### config.mk
export PLATFORM = sky130hd
export DESIGN_NAME = water_presence_classifier_top
export DESIGN_NICKNAME = d
export VERILOG_FILES = /design/src/hw/rtl/wpc_pkg.sv /design/src/hw/rtl/water_presence_classifier_top.sv /design/src/hw/rtl/wpc_ram.sv /design/src/hw/rtl/wpc_ring.sv /design/src/hw/rtl/wpc_classify.sv
export SDC_FILE = /design/constraint.sdc
export NUM_CORES = 1
export LEC_CHECK = 0
export ABC_AREA = 0
export BUFFER_PORTS_ARGS = -buffer_cell sky130_fd_sc_hd__buf_2
export CORE_ASPECT_RATIO = 1.5
export CORE_MARGIN = 5
export CORE_UTILIZATION = 40
export DETAILED_ROUTE_END_ITERATION = 8
export PLACE_DENSITY = 0.54
export SYNTH_ARGS = -nofsm -noshare
export SYNTH_HDL_FRONTEND = slang
export SYNTH_SLANG_ARGS = --single-unit
### constraint.sdc
create_clock -name aclk -period 5.65 [get_ports aclk]
set_input_delay 0.2825 -clock aclk [delete_from_list [all_inputs] [get_ports aclk]]
set_output_delay 0.2825 -clock aclk [all_outputs]
set_load 0.05 [all_outputs]
### src/hw/rtl/wpc_pkg.sv
// shared types and constants of the water presence classifier
`timescale 1ns / 1ps

package wpc_pkg;

    localparam int CHANNELS   = 4;
    localparam int WINDOW     = 10;
    localparam int CH_W       = 2;
    localparam int SAMPLE_W   = 12;
    localparam int PTR_W      = $clog2(WINDOW);
    localparam int ADDR_W     = CH_W + PTR_W;
    localparam int RAM_DEPTH  = 1 << ADDR_W;
    localparam int DROP_W     = SAMPLE_W + 1;
    localparam int LEVEL_W    = 2;
    localparam int CFG_IDX_W  = 2;
    localparam int S_TDATA_W  = 16;
    localparam int M_TDATA_W  = 8;

    localparam logic [CFG_IDX_W-1:0] CFG_WET_THRESHOLD = CFG_IDX_W'(0);
    localparam logic [CFG_IDX_W-1:0] CFG_FALL_LIMIT    = CFG_IDX_W'(1);
    localparam logic [CFG_IDX_W-1:0] CFG_REWET_FLOOR   = CFG_IDX_W'(2);

    localparam logic [SAMPLE_W-1:0] WET_THRESHOLD_RST = SAMPLE_W'(1000);
    localparam logic [SAMPLE_W-1:0] FALL_LIMIT_RST    = SAMPLE_W'(50);
    localparam logic [SAMPLE_W-1:0] REWET_FLOOR_RST   = SAMPLE_W'(500);

    typedef enum logic [LEVEL_W-1:0] {
        LVL_DRY    = 2'd0,
        LVL_WET    = 2'd1,
        LVL_DRYING = 2'd2
    } level_t;

    typedef struct packed {
        logic [SAMPLE_W-1:0] wet_threshold;
        logic [SAMPLE_W-1:0] fall_limit;
        logic [SAMPLE_W-1:0] rewet_floor;
    } cfg_t;

    typedef struct packed {
        logic                valid;
        logic                present;
        logic                full;
        logic [CH_W-1:0]     ch;
        logic [SAMPLE_W-1:0] smp;
    } ring_stage_t;

endpackage

### src/hw/rtl/water_presence_classifier_top.sv
// top level of the water presence classifier
// channels: s_ stream takes one sample per transaction (tuser channel, tdata sample),
//   m_ stream gives one result per input transaction (tuser channel,
//   tdata level state and channel 0 wet indicator), cfg_ writes one threshold register
// result path: a transaction is registered in the ring stage, then in the m_ output register
// throughput: one transaction per cycle while m_tready holds, set by the single write
//   and single read of the sample ring memory in the cycle the sample is taken
// each channel keeps its last samples in a ring inside one ram; the sample from one
//   window back is read while the new one is written, and the state update uses it
//   when the new sample leaves the middle stage
// reset: pointers, full marks, channel states, valid flags and cfg registers reset; the ring
//   contents are not cleared and are only used after the ring has been filled
// stall: a held result keeps the output register; one more transaction sits in the
//   middle stage, after which s_tready drops until m_tready returns
// cfg writes are always ready and are meant for when no transaction is in flight
`timescale 1ns / 1ps

module water_presence_classifier_top (
    input  logic                          aclk,
    input  logic                          aresetn,
    input  logic                          s_tvalid,
    output logic                          s_tready,
    input  logic [wpc_pkg::S_TDATA_W-1:0] s_tdata,   // sample[11:0], zero fill
    input  logic [wpc_pkg::CH_W-1:0]      s_tuser,   // channel[1:0]
    output logic                          m_tvalid,
    input  logic                          m_tready,
    output logic [wpc_pkg::M_TDATA_W-1:0] m_tdata,   // level_state[1:0], indicator[2], zero fill
    output logic [wpc_pkg::CH_W-1:0]      m_tuser,   // channel_out[1:0]
    input  logic                          cfg_valid,
    output logic                          cfg_ready,
    input  logic [wpc_pkg::CFG_IDX_W-1:0] cfg_index,
    input  logic [wpc_pkg::SAMPLE_W-1:0]  cfg_data
);
    import wpc_pkg::*;

    cfg_t                cfg_reg;
    ring_stage_t         stage;
    logic [SAMPLE_W-1:0] old_smp;
    logic                stage_adv;
    logic [LEVEL_W-1:0]  out_level;
    logic                out_ind;

    assign cfg_ready = 1'b1;

    always_ff @(posedge aclk) begin
        if (!aresetn) begin
            cfg_reg.wet_threshold <= WET_THRESHOLD_RST;
            cfg_reg.fall_limit    <= FALL_LIMIT_RST;
            cfg_reg.rewet_floor   <= REWET_FLOOR_RST;
        end else if (cfg_valid && cfg_ready) begin
            case (cfg_index)
                CFG_WET_THRESHOLD: cfg_reg.wet_threshold <= cfg_data;
                CFG_FALL_LIMIT:    cfg_reg.fall_limit    <= cfg_data;
                CFG_REWET_FLOOR:   cfg_reg.rewet_floor   <= cfg_data;
                default: begin
                end
            endcase
        end
    end

    wpc_ring u_ring (
        .aclk      (aclk),
        .aresetn   (aresetn),
        .in_valid  (s_tvalid),
        .in_ready  (s_tready),
        .in_ch     (s_tuser),
        .in_smp    (s_tdata[SAMPLE_W-1:0]),
        .stage_adv (stage_adv),
        .stage_o   (stage),
        .old_smp   (old_smp)
    );

    wpc_classify u_classify (
        .aclk      (aclk),
        .aresetn   (aresetn),
        .stage_i   (stage),
        .old_smp   (old_smp),
        .cfg       (cfg_reg),
        .stage_adv (stage_adv),
        .out_valid (m_tvalid),
        .out_ready (m_tready),
        .out_ch    (m_tuser),
        .out_level (out_level),
        .out_ind   (out_ind)
    );

    assign m_tdata = M_TDATA_W'({out_ind, out_level});

endmodule

### src/hw/rtl/wpc_ram.sv
// generic simple dual-port ram with registered read
`timescale 1ns / 1ps

module wpc_ram #(
    parameter int WIDTH = 8,
    parameter int DEPTH = 16
) (
    input  logic                     aclk,
    input  logic                     we,
    input  logic [$clog2(DEPTH)-1:0] waddr,
    input  logic [WIDTH-1:0]         wdata,
    input  logic                     re,
    input  logic [$clog2(DEPTH)-1:0] raddr,
    output logic [WIDTH-1:0]         rdata
);

    logic [WIDTH-1:0] mem [DEPTH];

    always_ff @(posedge aclk) begin
        if (we) begin
            mem[waddr] <= wdata;
        end
        if (re) begin
            rdata <= mem[raddr];
        end
    end

endmodule

### src/hw/rtl/wpc_ring.sv
// per-channel sample rings: pointer update, ring write and oldest-sample read
`timescale 1ns / 1ps

module wpc_ring (
    input  logic                         aclk,
    input  logic                         aresetn,
    input  logic                         in_valid,
    output logic                         in_ready,
    input  logic [wpc_pkg::CH_W-1:0]     in_ch,
    input  logic [wpc_pkg::SAMPLE_W-1:0] in_smp,
    input  logic                         stage_adv,
    output wpc_pkg::ring_stage_t         stage_o,
    output logic [wpc_pkg::SAMPLE_W-1:0] old_smp
);
    import wpc_pkg::*;

    localparam logic [CH_W:0]    CH_COUNT = (CH_W + 1)'(CHANNELS);
    localparam logic [PTR_W-1:0] PTR_LAST = PTR_W'(WINDOW - 1);

    logic [PTR_W-1:0]    ptr_reg [CHANNELS];
    logic [CHANNELS-1:0] full_reg;
    ring_stage_t         stage_reg;

    logic              accept;
    logic              present;
    logic [PTR_W-1:0]  ptr_cur;
    logic [PTR_W-1:0]  ptr_nxt;
    logic              wrap;
    logic              full_nxt;
    logic              we;
    logic [ADDR_W-1:0] waddr;
    logic [ADDR_W-1:0] raddr;

    assign in_ready = !stage_reg.valid || stage_adv;
    assign accept   = in_valid && in_ready;
    assign present  = {1'b0, in_ch} < CH_COUNT;

    always_comb begin
        ptr_cur  = ptr_reg[in_ch];
        wrap     = (ptr_cur == PTR_LAST);
        ptr_nxt  = wrap ? '0 : ptr_cur + 1'b1;
        full_nxt = full_reg[in_ch] || wrap;
        we       = accept && present;
        waddr    = {in_ch, ptr_cur};
        raddr    = {in_ch, (full_nxt ? ptr_nxt : PTR_W'(0))};
    end

    wpc_ram #(
        .WIDTH (SAMPLE_W),
        .DEPTH (RAM_DEPTH)
    ) u_ring_ram (
        .aclk  (aclk),
        .we    (we),
        .waddr (waddr),
        .wdata (in_smp),
        .re    (accept),
        .raddr (raddr),
        .rdata (old_smp)
    );

    always_ff @(posedge aclk) begin
        if (!aresetn) begin
            for (int i = 0; i < CHANNELS; i++) begin
                ptr_reg[i] <= '0;
            end
            full_reg <= '0;
        end else if (we) begin
            ptr_reg[in_ch]  <= ptr_nxt;
            full_reg[in_ch] <= full_nxt;
        end
    end

    always_ff @(posedge aclk) begin
        if (!aresetn) begin
            stage_reg.valid <= 1'b0;
        end else if (accept) begin
            stage_reg.valid <= 1'b1;
        end else if (stage_adv) begin
            stage_reg.valid <= 1'b0;
        end
        if (accept) begin
            stage_reg.present <= present;
            stage_reg.full    <= full_nxt;
            stage_reg.ch      <= in_ch;
            stage_reg.smp     <= in_smp;
        end
    end

    assign stage_o = stage_reg;

endmodule

### src/hw/rtl/wpc_classify.sv
// wet, drying and dry state update per channel and the output register
`timescale 1ns / 1ps

module wpc_classify (
    input  logic                          aclk,
    input  logic                          aresetn,
    input  wpc_pkg::ring_stage_t          stage_i,
    input  logic [wpc_pkg::SAMPLE_W-1:0]  old_smp,
    input  wpc_pkg::cfg_t                 cfg,
    output logic                          stage_adv,
    output logic                          out_valid,
    input  logic                          out_ready,
    output logic [wpc_pkg::CH_W-1:0]      out_ch,
    output logic [wpc_pkg::LEVEL_W-1:0]   out_level,
    output logic                          out_ind
);
    import wpc_pkg::*;

    logic [CHANNELS-1:0] wet_reg;
    logic [CHANNELS-1:0] drying_reg;
    logic [CHANNELS-1:0] wet_next;
    logic [CHANNELS-1:0] drying_next;

    logic               out_valid_reg;
    logic [CH_W-1:0]    out_ch_reg;
    level_t             out_level_reg;
    logic               out_ind_reg;

    logic signed [DROP_W-1:0] drop;
    logic signed [DROP_W-1:0] rate_s;
    logic                     wet_cur;
    logic                     drying_cur;
    logic                     wet_new;
    logic                     drying_new;
    level_t                   level;
    logic                     update;

    assign stage_adv = !out_valid_reg || out_ready;
    assign update    = stage_i.valid && stage_adv;

    always_comb begin
        drop       = $signed({1'b0, old_smp}) - $signed({1'b0, stage_i.smp});
        rate_s     = $signed({1'b0, cfg.fall_limit});
        wet_cur    = wet_reg[stage_i.ch];
        drying_cur = drying_reg[stage_i.ch];
        wet_new    = wet_cur;
        drying_new = drying_cur;
        if (drying_cur) begin
            if (stage_i.smp <= cfg.wet_threshold) begin
                drying_new = 1'b0;
            end else if (stage_i.full && (stage_i.smp > cfg.rewet_floor)
                         && (drop <= $signed(DROP_W'(0)))) begin
                drying_new = 1'b0;
                wet_new    = 1'b1;
            end
        end else if (!wet_cur && (stage_i.smp > cfg.wet_threshold)) begin
            wet_new = 1'b1;
        end else if (wet_cur && stage_i.full) begin
            if (drop > rate_s) begin
                wet_new    = 1'b0;
                drying_new = 1'b1;
            end
        end

        wet_next    = wet_reg;
        drying_next = drying_reg;
        level       = LVL_DRY;
        if (stage_i.present) begin
            wet_next[stage_i.ch]    = wet_new;
            drying_next[stage_i.ch] = drying_new;
            if (wet_new) begin
                level = LVL_WET;
            end else if (drying_new) begin
                level = LVL_DRYING;
            end
        end
    end

    always_ff @(posedge aclk) begin
        if (!aresetn) begin
            wet_reg       <= '0;
            drying_reg    <= '0;
            out_valid_reg <= 1'b0;
        end else begin
            if (update) begin
                wet_reg    <= wet_next;
                drying_reg <= drying_next;
            end
            if (stage_adv) begin
                out_valid_reg <= stage_i.valid;
            end
        end
    end

    always_ff @(posedge aclk) begin
        if (update) begin
            out_ch_reg    <= stage_i.ch;
            out_level_reg <= level;
            out_ind_reg   <= wet_next[0];
        end
    end

    assign out_valid = out_valid_reg;
    assign out_ch    = out_ch_reg;
    assign out_level = out_level_reg;
    assign out_ind   = out_ind_reg;

endmodule

[Word-level counts from Yosys, hierarchy flattened]
Memory sizes are Yosys's and may differ from the RTL's. A register that Yosys moved wholly into a read port is not among the register bits.
Index checks and enable logic that the tools add are counted.
Cells by class
  mux-type cells: 38
  add/sub/neg operators: 2
  bitwise operators: 0
  divide/modulo/power cells: 0
  $mul: 0
  eq/ne operators: 3
  shift-type cells: 0
  reduce and logical (&&, ||, !) cells: 20
  order comparisons: 9
Operators by type and width (number)
  $mux 1: 25
  $gt 12x12->1: 2
  $gt 13x13->1: 1
  $le 13x1->1 const B: 1
  $sub 12x12->13: 1
  $bwmux 4: 3
  $le 12x12->1: 1
  $mux 4: 3
  $logic_and 1x1->1: 8
  $bmux 1 s2: 3
  $lt 2x3->1 const B: 2
  $reduce_and 2->1: 3
  $add 4x1->4 const B: 1
  $demux 1 s2: 2
  $eq 4x4->1 const B: 1
  $ge 2x1->1 const B: 2
  $mux 2: 2
  $reduce_or 4->1: 1
  $logic_not 1->1: 3
  $logic_or 1x1->1: 3
  $eq 2x1->1 const B: 1
  $eq 2x2->1 const B: 1
  $logic_not 2->1: 1
  $reduce_bool 2->1: 1
Word-level totals
  latch bits: 0
  bits of input ports: 37
  memory bits (writable): 784
  output and inout bits: 13
  memories kept: 2
  ROM bits: 0
  register bits: 70
Memory list
  u_ring.u_ring_ram.mem: words 64, bits a word 12, read ports 1, clocked after Yosys merged registers in 1, write ports 1, RTL line wpc_ram.sv:17  | logic [WIDTH-1:0] mem [DEPTH];
  u_ring.ptr_reg: words 4, bits a word 4, read ports 1, clocked after Yosys merged registers in 0, write ports 4, RTL line wpc_ring.sv:20  | logic [PTR_W-1:0] ptr_reg [CHANNELS];

[Logic depth before layout (Yosys ltp)]
Gate-level depths: netlist of run 1.
  depth after elaboration: 9
  mapped depth: 20
  depth with buffers taken out: 16

[By module]
Synthesis of run 1 repeated with hierarchy kept, for this count alone.
Second synthesis, totals
  cell total of the unflattened synthesis: 1891
  area, all modules: 35340.1 um^2
Modules (own cells, without submodules)
  wpc_ram: area each 29971.2 um^2, instances 1, cells each 1339, sequential area each 23422.5 um^2
  wpc_classify: area each 2317.2 um^2, instances 1, cells each 290, sequential area each 330.3 um^2
  water_presence_classifier_top: area each 1527.7 um^2, instances 1, cells each 154, sequential area each 720.7 um^2
  wpc_ring: area each 1524.0 um^2, instances 1, cells each 108, sequential area each 1031.0 um^2

[Worst setup path before layout of run 1]
Ideal clock, no wire load.
  kind: input to register
  start point: input port s_tuser[0] (netlist name)
  end point: register u_ring.u_ring_ram.rdata[3], read port of u_ring.u_ring_ram.mem, data pin
  path slack: 1.416 ns
  stages on the path: 19
  arrival time: 3.962 ns
  cell sequence: buf_2 -> buf_4 -> mux2_4 -> clkinv_2 -> buf_2 -> buf_2 -> buf_2 -> buf_2 -> ha_1 -> clkbuf_1 -> nand2_1 -> nand3_1 -> buf_2 -> buf_2 -> a222oi_1 -> nand2_1 -> a32oi_1 -> o311ai_1 -> or4_1
On the way
  longest elaborated chain between the ends: 4
  elaborated cells between the ends (all ways): 8
Ends and longest elaborated chain
  start: declaration: RTL line water_presence_classifier_top.sv:24  | input logic [wpc_pkg::CH_W-1:0] s_tuser,
  $mem_v2 4x4 / $bmux 1 s2 (equally long branches)
  $add 4x1->4, or another cell as far along: RTL line wpc_ring.sv:41  | ptr_nxt = wrap ? '0 : ptr_cur + 1'b1;
  $mux 4 / $logic_or 1x1->1 (equally long branches): RTL line wpc_ring.sv:41, wpc_ring.sv:42
  $mux 4: RTL line wpc_ring.sv:45  | raddr = {in_ch, (full_nxt ? ptr_nxt : PTR_W'(0))};
  end: declaration: RTL line wpc_ram.sv:14  | output logic [WIDTH-1:0] rdata
Several ways; a longest one is shown, not always the timed one. The select of a mux whose other input is x is not followed.
A chain may end at the register's enable or synchronous reset.

[Worst setup path after layout of run 1]
  start point: memory u_ring.ptr_reg[0][0] (netlist name)
  end point: register u_ring.u_ring_ram.rdata[4], read port of u_ring.u_ring_ram.mem, data pin
On the way
  longest elaborated chain between the ends: 4
  elaborated cells between the ends (all ways): 6
Ends and longest elaborated chain (RTL line)
  start: declaration: wpc_ring.sv:20
  $mem_v2 4x4 (*)
  $add 4x1->4 / $eq 4x4->1 (equally long branches): wpc_ring.sv:41, wpc_ring.sv:40
  $mux 4 / $logic_or 1x1->1 (equally long branches): wpc_ring.sv:41, wpc_ring.sv:42
  $mux 4 (*): wpc_ring.sv:45
Mark *: on every way between the ends. The rest lies on a longest branch, timed or not.

==> results of run 1 <==
==> where the power goes <==
group / internal (µW) / switching, µW / total [µW]
clock network: 3240 / 2360 / 5600
logic: 294 / 706 / 1000
registers: 7090 / 32.4 / 7120
total: 10600 / 3100 / 13700
==> area by class of cell <==
| cell class | instances | share of cell area, % |
|---|---|---|
| clock inverter | 40 | 1.103 |
| sequential | 866 | 63.54 |
| clock buffer | 107 | 5.632 |
| multi-input combinational | 1364 | 22.64 |
| timing repair buffer | 151 | 2.924 |
| tap | 1147 | 3.575 |
| inverter | 61 | 0.5891 |
==> worst max-delay path: stages (launching register included) <==
cell and delay [ps]:
edfxtp_1 340, mux2i_1 70, mux2_4 310, inv_8 250, ha_1 370, inv_1 120, nor3b_4 400, or3_2 790
buf_4 320, a21oi_1 60, a221oi_1 280, a211oi_1 130, nor3_1 530, nand4_1 230
==> through the flow <==
stage          total power (µW)  util, %  cell area, µm²  hold WS, ps
2_1_floorplan              7834        -           35470        381.4
3_5_place_dp               8259    42.43           37280        462.0
6_report                  13720    45.69           40140        144.1
3_3_place_gp               8241    42.43           37280        451.3
4_1_cts                   13840    45.68           40130        81.03
5_1_grt                   14170    45.69           40140        128.0
==> layer usage <==
metal  global-route usage (%)  wire length, µm  share of wire [%]
met1                    24.65            38160                 39
met2                    35.96            50740                 52
met3                    2.731             4657                4.8
met4                    8.387             4283                4.4
met5                        0                0                  0
==> final timing paths <==
check                        from                    endpoint  slack [ps]  cells after the start
max          u_ring.ptr_reg[0][0]  u_ring.u_ring_ram.rdata[4]        1100                     13
min                  cfg_index[0]                 cfg_reg[25]         140                      4
max reg2reg  u_ring.ptr_reg[0][0]  u_ring.u_ring_ram.rdata[4]        1100                     13
min reg2reg           cfg_reg[10]                 cfg_reg[10]         470                      2
==> kinds of logic after synthesis <==
logic type | after synthesis | share of synthesized area [%]
AOI/OAI and AO/OA | 587 | 11.71
xor gates and xnor gates | 6 | 0.1482
and+or+nand+nor | 570 | 7.276
other | 2 | 0.02118
buffers and inverters | 216 | 2.632
adders and majority gates | 51 | 1.821
muxes | 144 | 4.467
DFF | 866 | 71.93
==> timing repair <==
item | CTS | global route
endpoints found under the hold margin | 38 | 0
endpoints found under the setup margin | 0 | 0
resized for setup | 0 | 0
hold buffers | 15 | 0
==> Yosys cell counts, drive strengths merged, types with 4 or more instances <==
master and n:
a211o 4, a211oi 69, a21boi 24, a21o 10, a21oi 130, a221o 6
a221oi 106, a222oi 15, a22oi 18, a31oi 8, a41oi 7, and3 12
and4 10, buf 82, clkbuf 73, dfxtp 50, edfxtp 816, ha 50
inv 60, mux2 51, mux2i 87, mux4 6, nand2 284, nand2b 40
nand3 28, nand4 15, nor2 119, nor2b 16, nor3 11, nor3b 5
o2111ai 20, o211ai 20, o21a 8, o21ai 86, o221ai 21, o2bb2ai 13
o31ai 5, or2 8, or3 7, xnor2 5
==> flow_summary_export.csv, run 1 <==
group,metric,value,unit
clocking,clk_pin_slew,70,ps
outcome,outcome,"finished clean",
drt,wirelength,97830,µm
logic_synthesis,ys_warn_count,0,
sta,setup_slack,1101,ps
sta,fin_crit_sh,80.51,%
logic_synthesis,ys_ff_latch,866,
floorplan,die_h,374.7,µm
logic_synthesis,yosys.area.top_type,"edfxtp_1",
clocking,clock_sinks,866,
clocking,cts_tree,"done",
cells_and_area,mostFrequentLayoutCells,"edfxtp_1, nand2_1, a21oi_1",
floorplan,rows,133,
global_route,grt_pass1_wl,143700,µm
sta,setup_violations,0,
drt,drt_iter0_markers,1845,
logic_synthesis,synthTopCellsByArea,"edfxtp_1, nand2_1, dfxtp_1",
setup_path,crit_required,6010,ps
cells_and_area,fillers,7754,
floorplan,io_pins,50,
drt,drcViolationCount,0,
cells_and_area,multi_input_area,9087,µm²
setup_path,cp-end-kind,"register",
place,dpl_worst_slack,926.5,ps
place,hpwl,59460,µm
setup_path,crit_path_start_kind,"register",
drt,first_pass_iters,7,
logic_synthesis,syn_area_per_cell,14.52,µm²
clocking,cts_buffers,82,
logic_synthesis,synthesis.area,35460,µm²
global_route,grt_pass1_vias,21800,
global_route,antenna_found_initial,0,
global_route,grt_max_degree,184,
drt,vias_per_cell,5.723,
logic_synthesis,ys_seq_area_share,71.93,%
cells_and_area,drive_gt1_share,13.06,%
cells_and_area,nets,2614,
place,placed_cells,3573,
setup_path,crit_fanout,40,
logic_synthesis,synth_top_area_share,69.10,%
sta,finalCriticalPeriod,4549,ps
floorplan,dieArea,94820,µm²
clocking,cts_root_buffer,"clkbuf_16",
place,gp_congestion,0.8742,
drt,vias,21380,
sta,tns,0,ps
cells_and_area,largest_reg_flops,768,
sta,slew_headroom,16.24,%
cells_and_area,syn2layout_area_growth,13.20,%
power,p_leak,0.01317,µW
logic_synthesis,synth_flop_cell,"edfxtp_1",
cells_and_area,diodes,0,
floorplan,core_area,87860,µm²
cells_and_area,final_common_cell,"edfxtp_1",
logic_synthesis,synth_edf_count,816,
logic_synthesis,ys_types,73,
global_route,grt.total_usage,20.22,%
cells_and_area,regArea,25500,µm²
sta,clock_skew,26.30,ps
place,port_buffers,39,
logic_synthesis,synthArstFlopShare,0,%
setup_path,crit_type,"reg2reg",
clocking,clock_latency,660,ps
power,peakVddDrop,0.2627,mV
clocking,ctsHtreeMaxLevel,3,
sta,rsz0062_at_grt,"no",
sta,fmax,219.8,MHz
drt,ant_nets,0,
cells_and_area,instances_no_fill,3736,
sta,hold_viol,0,
sta,finalMaxSlewViolations,0,
clocking,clockBufferDepth,3,
flow_run,maxCapViolCount,0,
floorplan,die_w,253.1,µm
floorplan,start_util,40.36,%
setup_path,worstPathArrival,4910,ps
sta,worstMarginPinSlew,1252,ps
logic_synthesis,syn_inst,2442,
drt,wire_per_inst,26.19,µm
clocking,postCtsSetupBuffers,0,
min_path,hp-class,"in2reg",
global_route,gr-total-overflow,0,
power,power_density,341.9,nW/µm²
Note: power is estimated with default switching activity, not from simulation.
==> inputs of run 2 (changes only) <==
==> constraint.sdc (replaced) <==
create_clock -name aclk -period 4.25 [get_ports aclk]
set_input_delay 0.2125 -clock aclk [delete_from_list [all_inputs] [get_ports aclk]]
set_output_delay 0.2125 -clock aclk [all_outputs]
set_load 0.05 [all_outputs]
==> flow_summary_export.csv, run 2 (synthesis results as in run 1) <==
group,metric,value,unit
power,comb_power_share,7.8,%
setup_path,crit_path_start_kind,"register",
setup_path,cp-end-kind,"register",
global_route,grt_pass1_vias,21950,
power,peakVddDrop,0.2832,mV
power,power_density,439.8,nW/µm²
cells_and_area,fillers,7655,
drt,drt_iter0_markers,1829,
setup_path,ff2ff_setup_slack,130,ps
drt,wire_per_inst,25.78,µm
floorplan,start_util,40.36,%
power,p_leak,0.01351,µW
min_path,holdPathEnd,"u_ring.u_ring_ram.mem[43][5]",
min_path,worstHoldStart,"s_tdata[5]",
floorplan,core_area,87860,µm²
global_route,grt_max_degree,80,
cells_and_area,largest_reg_flops,768,
global_route,grt.total_usage,20.33,%
place,hpwl,63330,µm
clocking,clockBufferDepth,3,
power,internal-power,13770,µW
setup_path,crit_fanout,34,
setup_path,crit_type,"reg2reg",
sta,rsz0062_at_grt,"no",
global_route,gr-total-overflow,0,
setup_path,rr_startpoint,"u_ring.ptr_reg[3][1]",
clocking,clock_latency,660,ps
power,seqPwrFrac,52.9,%
cells_and_area,final_common_cell,"edfxtp_1",
setup_path,crit_required,4650,ps
global_route,grt_pass1_wl,144400,µm
clocking,cts_buffers,80,
sta,finalMaxSlewViolations,0,
place,port_buffers,39,
setup_path,cpPeakStageDelay,580,ps
min_path,hp-class,"in2reg",
cells_and_area,drive_gt1_share,15.79,%
flow_run,maxCapViolCount,0,
floorplan,rows,133,
global_route,antenna_found_initial,0,
place,gp_congestion,0.8494,
cells_and_area,final_core_util,46.30,%
power,power_switching,4126,µW
sta,worstMarginPinSlew,1226,ps
sta,fmax,242.8,MHz
floorplan,io_pins,50,
clocking,clk_pin_slew,70,ps
sta,finalCriticalPeriod,4118,ps
clocking,cts_root_buffer,"clkbuf_16",
setup_path,worstPathArrival,4510,ps
drt,top_layer_used,"met4",
drt,wirelength,98490,µm
drt,first_pass_iters,5,
setup_path,cp_cell_sequence,"mux4_2 -> inv_1 -> ha_1 -> inv_1 -> nor3b_4 -> buf_4 -> nor3_4 -> buf_12 -> a222oi_1 -> nand2_1 -> a32oi_1 -> o311ai_1 -> or4_1",
setup_path,r2r-end,"u_ring.u_ring_ram.rdata[3]",
setup_path,crit_top_cell,"inv_1",
cells_and_area,mostFrequentLayoutCells,"edfxtp_1, nand2_1, buf_4",
power,p_clk_share,39.4,%
drt,wl_met3,4852,µm
floorplan,die_h,374.7,µm
drt,ant_nets,0,
sta,clock_skew,28.09,ps
drt,wl_met2,51050,µm
sta,setup_violations,0,
drt,drcViolationCount,0,
place,placed_cell_area,37920,µm²
drt,wirelength_met1,37790,µm
clocking,ctsHtreeMaxLevel,3,
setup_path,crit_slowest_cell,"mux4_2",
sta,slew_headroom,17.98,%
clocking,clock_sinks,866,
sta,fin_crit_sh,96.90,%
drt,vias_per_cell,5.679,
sta,hold_viol,0,
cells_and_area,diodes,0,
min_path,hold_depth,1,
power,switching_share,23.06,%
cells_and_area,nets,2699,
setup_path,worstRegToRegCells,13,
floorplan,die_w,253.1,µm
floorplan,dieArea,94820,µm²
drt,vias,21700,
cells_and_area,syn2layout_area_growth,14.74,%
clocking,cts_tree,"done",
cells_and_area,final_area,40690,µm²
outcome,outcome,"finished clean",
-- run 2: changes by cell type in the layout (fill, tap and decap cells not counted), sizes merged --
cell	previous run	this run
dlygate4sd3	15	19
clkinvlp	3	6
clkinv	26	30
bufinv	9	6
inv	63	66
buf	136	219
clkbuf	107	97
-- run 2: layer usage --
layer	global-route usage [%]	vias up
li1	-	9844
met4	9.386	0
met3	3.029	185
met1	24.23	10980
met5	0	-
met2	36.09	691
-- run 2: repair_timing --
action | 4_1_cts | 5_1_grt
gates resized for setup | 0 | 6
setup endpoints to repair | 1 | 7
hold buffers | 19 | 0
endpoints found under the hold margin | 50 | 0
pin swaps | 1 | 0
buffers inserted | 3 | 2
-- run 2: final cells by class --
type                    instances  area, µm²  area share, %
clock buffers                  97       2107          5.179
clock inverters                47      401.6         0.9872
inverters                      61      236.5         0.5812
multi-input cells            1364       9114          22.40
flip-flops and latches        866      25500          62.69
well taps                    1147       1435          3.527
repair buffers                238       1887          4.638
-- run 2: through the flow --
step | setup TNS, ps | setup WS (ps) | power [µW] | std cells | hold slack [ps]
finish | 0 | 131.7 | 17890 | 3820 | 56.28
CTS | 0 | 22.42 | 18050 | 3818 | 5.653
global placement | -129.0 | -129.0 | 10990 | 3652 | 458.6
floorplan | 0 | 86.12 | 10410 | 2446 | 311.4
detailed placement | -173.9 | -173.9 | 11020 | 3652 | 465.0
global route | 0 | 0.6981 | 18480 | 3820 | 44.13
-- run 2: critical path: cells and delay by family (launching register included) --
| family | cells | cell delay [ps] |
|---|---|---|
| AOI/OAI and AO/OA | 3 | 940 |
| buffers and inverters | 4 | 670 |
| muxes | 1 | 580 |
| and+or+nand+nor | 4 | 990 |
| DFF | 1 | 370 |
| adders and majority gates | 1 | 290 |
-- run 2: how the worst max path moves through the flow --
stage                                    start                          end  cells past startpoint
after CTS                 u_ring.ptr_reg[3][1]  u_ring.u_ring_ram.rdata[10]                     11
after global placement              s_tuser[0]  u_ring.u_ring_ram.rdata[10]                     12
after floorplan                     s_tuser[0]   u_ring.u_ring_ram.rdata[3]                     19
after detailed placement            s_tuser[0]  u_ring.u_ring_ram.rdata[10]                     12
after global routing      u_ring.ptr_reg[1][1]   u_ring.u_ring_ram.rdata[7]                     14
final                     u_ring.ptr_reg[3][1]   u_ring.u_ring_ram.rdata[3]                     13
-- run 2: power by group through the flow --
stage	clock network (µW)	registers, µW	logic (µW)
finish	7040	9460	1390
global route	7520	9460	1500
CTS	7200	9460	1390
detailed placement	0	9650	1370
global placement	0	9640	1350
floorplan	0	9640	774
==> inputs of run 3 (changes only) <==
--- a/config.mk
+++ b/config.mk
@@ -11,7 +11,6 @@
 export CORE_MARGIN = 5
 export CORE_UTILIZATION = 40
 export DETAILED_ROUTE_END_ITERATION = 8
-export PLACE_DENSITY = 0.54
 export SYNTH_ARGS = -nofsm -noshare
 export SYNTH_HDL_FRONTEND = slang
 export SYNTH_SLANG_ARGS = --single-unit
==> flow_summary_export.csv, run 3 (synthesis results as in run 1) <==
group,metric,value,unit
setup_path,worstPathArrival,4680,ps
cells_and_area,instances_no_fill,3818,
clocking,clock_latency,660,ps
place,hpwl,61860,µm
setup_path,cp-end-kind,"register",
global_route,grt.total_usage,19.96,%
sta,worstMarginPinSlew,1286,ps
drt,first_pass_iters,5,
clocking,ctsHtreeMaxLevel,3,
floorplan,die_h,374.7,µm
setup_path,cp.buffers_inverters,4,
setup_path,crit_path_start_kind,"register",
cells_and_area,syn2layout_area_growth,14.90,%
floorplan,io_pins,50,
setup_path,cp_cell_sequence,"mux4_2 -> inv_1 -> ha_1 -> inv_1 -> o21ai_0 -> mux2_2 -> nand2b_1 -> buf_4 -> nand3_1 -> a211oi_1 -> nor3_1 -> buf_4 -> nand4_1",
drt,wl_met3,4901,µm
drt,drcViolationCount,0,
power,peakVddDrop,0.3195,mV
sta,clock_skew,19.03,ps
clocking,cts_tree,"done",
clocking,clk_pin_slew,60,ps
sta,rsz0062_at_grt,"yes",
place,gp_congestion,0.8999,
cells_and_area,nets,2694,
sta,slew_headroom,13.93,%
clocking,clockBufferDepth,3,
setup_path,cpPeakStageDelay,580,ps
floorplan,die_w,253.1,µm
power,p_leak,0.01353,µW
cells_and_area,largest_reg_flops,768,
floorplan,start_util,40.36,%
sta,hold_viol,0,
setup_path,crit_required,4750,ps
floorplan,dieArea,94820,µm²
clocking,clock_sinks,866,
outcome,outcome,"finished clean",
power,power_density,443.0,nW/µm²
sta,finalMaxSlewViolations,0,
cells_and_area,diodes,0,
drt,wire_per_inst,25.38,µm
drt,vias_per_cell,5.727,
drt,drt_iter0_markers,1963,
setup_path,crit_slowest_cell,"mux4_2",
setup_path,crit_type,"reg2reg",
floorplan,core_area,87860,µm²
floorplan,rows,133,
global_route,grt_pass1_vias,22340,
sta,setup_violations,0,
drt,vias,21870,
cells_and_area,drive_gt1_share,15.80,%
setup_path,crit_fanout,11,
place,port_buffers,39,
sta,fmax,239.4,MHz
place,placed_cells,3653,
cells_and_area,mostFrequentLayoutCells,"edfxtp_1, nand2_1, buf_4",
drt,wirelength,96920,µm
drt,ant_nets,0,
clocking,cts_buffers,82,
cells_and_area,final_common_cell,"edfxtp_1",
drt,wl_met2,51350,µm
sta,fin_crit_sh,98.27,%
global_route,grt_pass1_wl,142800,µm
global_route,antenna_found_initial,1,
min_path,hp-class,"in2reg",
global_route,grt_max_degree,127,
drt,top_layer_used,"met4",
sta,finalCriticalPeriod,4176,ps
drt,wirelength_met1,35830,µm
global_route,gr-total-overflow,0,
flow_run,maxCapViolCount,0,
cells_and_area,final_core_util,46.37,%
setup_path,crit_family,"multiplexers",
clocking,cts_root_buffer,"clkbuf_16",
-- run 3: changes by cell type in the layout (fill, tap and decap cells not counted), moves of 2 or more --
| cell | previous run | this run |
|---|---|---|
| clkinv_2 | 16 | 13 |
| a211oi_2 | 0 | 2 |
| clkinv_1 | 14 | 17 |
| buf_4 | 168 | 164 |
| a211oi_1 | 69 | 67 |
| dlygate4sd3_1 | 19 | 15 |
| clkinv_8 | 0 | 2 |
| clkbuf_16 | 81 | 83 |
-- run 3: final cells by class --
type | count | area [µm²]
Fill cell | 7648 | 47120
Sequential cell | 866 | 25500
Multi-Input combinational cell | 1364 | 9116
Clock buffer | 98 | 2143
Timing Repair Buffer | 231 | 1837
Tap cell | 1147 | 1435
Clock inverter | 51 | 469.2
Inverter | 61 | 236.5
-- run 3: worst register-to-register path, delay by kind of cell (launching register included) --
| family | cells | cell delay [ps] |
|---|---|---|
| flops | 1 | 360 |
| mux | 2 | 920 |
| simple gates | 4 | 860 |
| compound gates | 2 | 900 |
| buf+inv | 4 | 700 |
| fa+ha+maj | 1 | 300 |
-- run 3: final timing paths --
kind,startpoint,endpoint,slack (ps),cells after the start
min,cfg_index[0],cfg_reg[34],60,4
max reg2reg,u_ring.ptr_reg[3][1],u_ring.u_ring_ram.rdata[6],70,13
max,u_ring.ptr_reg[3][1],u_ring.u_ring_ram.rdata[6],70,13
min reg2reg,cfg_reg[22],cfg_reg[22],480,2
-- run 3: per-stage QoR --
step	TNS (ps)	power, µW	instance area (µm²)	hold WS (ps)	worst slack, ps
6_report	0	18050	40740	56.09	73.53
5_1_grt	-19.60	18620	40740	71.29	-13.53
4_1_cts	0	18180	40690	5.484	19.31
3_5_place_dp	-60.42	11020	37930	466.9	-58.16
3_3_place_gp	0	10990	37930	455.4	18.38
2_1_floorplan	0	10410	35470	311.4	86.12
-- run 3: timing repair --
action,4_1_cts,5_1_grt
endpoints found under the setup margin,0,9
setup buffers,0,1
hold buffers,15,0
hold endpoints to repair,38,0
gates resized for setup,0,6
-- run 3: metal layers --
| layer | global-route usage (%) | vias to the layer above |
|---|---|---|
| li1 | - | 9837 |
| met1 | 23.07 | 11060 |
| met2 | 36.16 | 784 |
| met3 | 3.009 | 188 |
| met4 | 9.335 | 0 |
| met5 | 0 | - |
-- run 3: power by group --
part / internal (µW) / switching (µW)
clock: 4050 / 3150
combinational: 437 / 947
sequential: 9430 / 43.2
total: 13900 / 4140
